File: config.mk
export PLATFORM = sky130hd
export DESIGN_NAME = uvs_div
export DESIGN_NICKNAME = d
export VERILOG_FILES = /design/src/hdl/uvs_pkg.sv /design/src/hdl/uvs_div.sv
export SDC_FILE = /design/constraint.sdc
export NUM_CORES = 2
export LEC_CHECK = 0
export BUFFER_PORTS_ARGS = -buffer_cell sky130_fd_sc_hd__buf_2
export CAP_MARGIN = 40
export CORE_MARGIN = 3
export CORE_UTILIZATION = 44
export DETAILED_ROUTE_END_ITERATION = 16
export SYNTH_ARGS = -nofsm -noshare
export SYNTH_HDL_FRONTEND = slang
export SYNTH_SLANG_ARGS = --single-unit
File: constraint.sdc
create_clock -name clk -period 5.3 [get_ports clk]
set_input_delay 0.53 -clock clk [delete_from_list [all_inputs] [get_ports clk]]
set_output_delay 0.53 -clock clk [all_outputs]
set_load 0.02 [all_outputs]
File: src/hdl/uvs_pkg.sv
`default_nettype none

package uvs_pkg;

  localparam int GRID_BITS_DEF = 8;
  localparam logic [7:0] STACK_COUNT_RESET = 8'd100;
  localparam logic [7:0] SECTOR_COUNT_RESET = 8'd100;

  localparam logic [30:0] Q30_ONE = 31'h4000_0000;
  localparam logic [30:0] PI_HALF_Q30 = 31'd1686629713;
  localparam logic [14:0] Q15_MAX = 15'd32767;

  // Horner steps of the cosine series; the sine series has one step fewer.
  localparam int SC_ITER = 7;
  // Phase register, fold, angle, square, three per series step, sine product, output.
  localparam int SC_LAT = 4 + 3 * SC_ITER + 2;

  typedef enum logic [0:0] {
    CFG_STACK_COUNT  = 1'b0,
    CFG_SECTOR_COUNT = 1'b1
  } cfg_index_t;

  typedef struct packed {
    logic        point_valid;
    logic        upper_valid;
    logic [15:0] upper_a;
    logic [15:0] upper_b;
    logic [15:0] upper_c;
    logic        lower_valid;
    logic [15:0] lower_a;
    logic [15:0] lower_b;
    logic [15:0] lower_c;
  } side_t;

  function automatic logic [7:0] cos_div(input int n);
    case (n)
      0:       return 8'd182;
      1:       return 8'd132;
      2:       return 8'd90;
      3:       return 8'd56;
      4:       return 8'd30;
      5:       return 8'd12;
      default: return 8'd2;
    endcase
  endfunction

  function automatic logic [31:0] cos_recip(input int n);
    case (n)
      0:       return 32'd23598721;
      1:       return 32'd32537631;
      2:       return 32'd47721858;
      3:       return 32'd76695844;
      4:       return 32'd143165576;
      5:       return 32'd357913941;
      default: return 32'd2147483648;
    endcase
  endfunction

  function automatic logic [7:0] sin_div(input int n);
    case (n)
      0:       return 8'd156;
      1:       return 8'd110;
      2:       return 8'd72;
      3:       return 8'd42;
      4:       return 8'd20;
      default: return 8'd6;
    endcase
  endfunction

  function automatic logic [31:0] sin_recip(input int n);
    case (n)
      0:       return 32'd27531841;
      1:       return 32'd39045157;
      2:       return 32'd59652323;
      3:       return 32'd102261126;
      4:       return 32'd214748364;
      default: return 32'd715827882;
    endcase
  endfunction

endpackage

`default_nettype wire

File: src/hdl/uvs_div.sv
`default_nettype none

module uvs_div
  import uvs_pkg::*;
#(
  parameter int GRID_BITS = GRID_BITS_DEF
) (
  input  wire logic                    clk,
  input  wire logic                    en,
  input  wire logic [GRID_BITS+31:0]   dividend,
  input  wire logic [GRID_BITS-1:0]    divisor,
  output logic      [31:0]             quotient
);

  localparam int DW = GRID_BITS + 32;

  logic [GRID_BITS-1:0] rem [1:DW];
  logic [DW-1:0]        dvd [1:DW];
  logic [31:0]          quo [1:DW];

  for (genvar s = 0; s < DW; s++) begin : g_step
    logic [GRID_BITS-1:0] rin;
    logic [DW-1:0]        din;
    logic [31:0]          qin;
    logic [GRID_BITS:0]   trial;
    logic [GRID_BITS:0]   diff;
    logic                 ge;

    if (s == 0) begin : g_first
      assign rin = '0;
      assign din = dividend;
      assign qin = '0;
    end else begin : g_next
      assign rin = rem[s];
      assign din = dvd[s];
      assign qin = quo[s];
    end

    assign trial = {rin, din[DW-1]};
    assign diff  = trial - {1'b0, divisor};
    assign ge    = trial >= {1'b0, divisor};

    always_ff @(posedge clk) begin
      if (en) begin
        rem[s+1] <= ge ? diff[GRID_BITS-1:0] : trial[GRID_BITS-1:0];
        dvd[s+1] <= din << 1;
        quo[s+1] <= {qin[30:0], ge};
      end
    end
  end

  assign quotient = quo[DW];

endmodule

`default_nettype wire

==> out/qor.txt <==
CP peak stage delay: 0.66 ns
Fin crit period: 3.360 ns
Worst Tran Pin Value: 1.009 ns
MaxCap Viol Count: 0
Async SR Flop Fraction: 0%
Max Freq: 297.7 MHz
CTS tree: yes
Final hold vios: 0
Syn avg cell area: 17.03 um^2
Clk sinks: 1620
Reg-to-Reg Start: rem[2][22]
FILL cells: 12200
Total grt overflow: 0
CTS root buf: clkbuf_16
Fin crit share: 63.39%
Hold wc startpoint: dividend[39]
Top FF cell, synth: edfxtp_1
Worst reg2reg path depth: 7
Worst Hold Path Cells: 3
RSZ-0062 raised after global routing: no
P_leak: 27.15 nW
Drt via density: 5.155
First-pass GRT wire length: 166.0 mm
Post-synthesis sequential area ratio: 73.89%
Maximum vdd ir drop: 0.2838 mV
Count of cell types in the netlist: 53
Clock Path Buffers: 3
DIE AREA: 154300 um^2
Reg power frac: 45.2%
Internal power: 27.98 mW
Crit-path slowest cell: clkinv_2
Fin Setup TNS: 0 ns
Mapped Area: 65830 um^2
Relative slew slack: 32.71%
Finished Layout Cells: 6252
Placed wire-length estimate: 59.45 mm
CTS H-tree lvls: 4
Top cell type by total area after synthesis: edfxtp_1
DR DRC count: 0
Routed wire per std cell: 16.24 um
Critical path type: in -> reg
WP data required: 5.81 ns
Syn_nets: 4268
Drt pass-1 iters: 5
Outcome: complete, no violations
Logic pwr share: 25.5%
Setup violators final: 0
CP arrival: 3.87 ns
DRT antenna net count: 0
Core Util, Final: 50.57%
Clk_skew: 0.03117 ns
Ys Warns: 0
Initial antenna violation count: 1
Crit path launch: divisor[1]
Total chip power: 38.95 mW
Chip width: 392.8 um
Initial Util: 44.42%
Clk network pwr share: 29.3%
Most frequent CP cell: buf_4
PD cells: 519.7 nW/um^2
Num rows: 141
Vias in the first global route: 32100
Yosys reg bits: 1620
Crit. End Element: flip-flop
Diode count: 0
Sw frac: 28.16%
Clock slew at reported path FFs: 0.06 ns
I/O Buffers: 81
Area post-placement: 69110 um^2
Yosys top cell area share: 73.89%
GRT Util Overall: 13.33%
# resized after CTS: 0
Final nets: 4581
Startpoint Class: input pin
Largest net degree at the start of global routing: 156
Io pins: 82
Synth top area cells: edfxtp_1, ha_1, mux2_2
Hold Path Class: in -> reg
Core area: 148200 um^2
Critical path cell sequence: buf_4 -> clkinv_2 -> buf_4 -> ha_1 -> nor2b_1 -> o21bai_1 -> a31oi_1 -> a21boi_2 -> mux2_2
Count of flip-flops with a built-in enable after synthesis: 1620
Layout cell share with drive strength beyond 1: 12.56%
CP max FO: 24
Die Height: 392.8 um
Final instance area: 74950 um^2
Post-Syn Instances: 3866
CTS buffer count: 169
Via count: 32230
Clock latency on the worst-skew pair: 0.77 ns
Post-Route WL: 101.5 mm
Post-Place Cells: 5899
Initial DRC count: 2052
Area delta synth->final: 13.84%
Commonest non-fill, non-tap cells in the layout: edfxtp_1, ha_1, inv_1, clkbuf_16, nand2_1
Commonest non-fill, non-tap cell in the layout: edfxtp_1
Fin. max-slew vios: 0
Routability cong.: 0.7985
Sw Pwr: 10.97 mW
sequential cells by signal, indices dropped and copies added (netlist names):
register	flops
dvd	780
quo	528
rem	312
power groups by stage:
stage / sequential [mW] / combinational [mW] / clock (mW)
2_1_floorplan: 17.5 / 7.91 / 0
3_3_place_gp: 17.9 / 9.66 / 0
3_5_place_dp: 17.9 / 9.86 / 0
4_1_cts: 17.6 / 9.96 / 11.9
5_1_grt: 17.8 / 11.2 / 12.4
6_report: 17.6 / 9.94 / 11.4
worst max-delay path, delay by kind of cell:
family / cells / cell delay, ns
AOI/OAI and AO/OA: 3 / 0.75
adders and majority gates: 1 / 0.38
buffers and inverters: 3 / 1.59
muxes: 1 / 0.38
and+or+nand+nor: 1 / 0.14
final timing paths:
path                      end  slack (ns)
hold reg to reg   quo[4][227]        0.40
setup reg to reg   rem[2][24]        2.71
setup / recovery   rem[0][30]        1.94
hold / removal      rem[0][8]        0.07
through the flow:
stage	setup slack [ns]	hold slack (ns)
floorplan	2.229	0.4003
global placement	1.136	0.4001
detailed placement	1.094	0.4045
CTS	1.935	0.006738
global route	1.714	0.02675
finish	1.940	0.06950
final cells by class:
cell class,instances,area [um^2],area share (%)
timing repair buffer,160,1341,1.790
clock buffer,206,4389,5.856
inverter,177,666.9,0.8898
sequential,1620,48650,64.91
tap,1930,2415,3.222
clock inverter,108,1056,1.409
multi-input combinational,2051,16430,21.92
cells by family after synthesis:
logic type / after synthesis / synth area share, %
AOI/OAI and AO/OA: 791 / 8.773
DFF: 1620 / 73.89
and+or+nand+nor: 635 / 4.919
buffers and inverters: 195 / 1.146
adders and majority gates: 352 / 7.123
xor gates and xnor gates: 111 / 1.477
muxes: 162 / 2.668
repair_timing:
item | 4_1_cts | 5_1_grt
hold buffers | 39 | 0
setup buffers | 0 | 0
endpoints found under the hold margin | 39 | 0
layer usage:
layer / GRT usage [%] / routed length [um]
met4: 4.795 / 2975
met5: 0 / 0
met1: 18.05 / 47030
met2: 21.41 / 47690
met3: 2.738 / 3817
synth_stat cells, drive strengths merged (54+ instances only):
library cell / number
nor3: 80
nand2: 168
inv: 177
nor2b: 99
edfxtp: 1620
mux2i: 54
o21ai: 147
a21oi: 100
ha: 314
a21boi: 57
o21a: 160
nor2: 105
xnor2: 65
mux2: 108
a21o: 86
No activity file was read; power rests on OpenSTA's default activity.
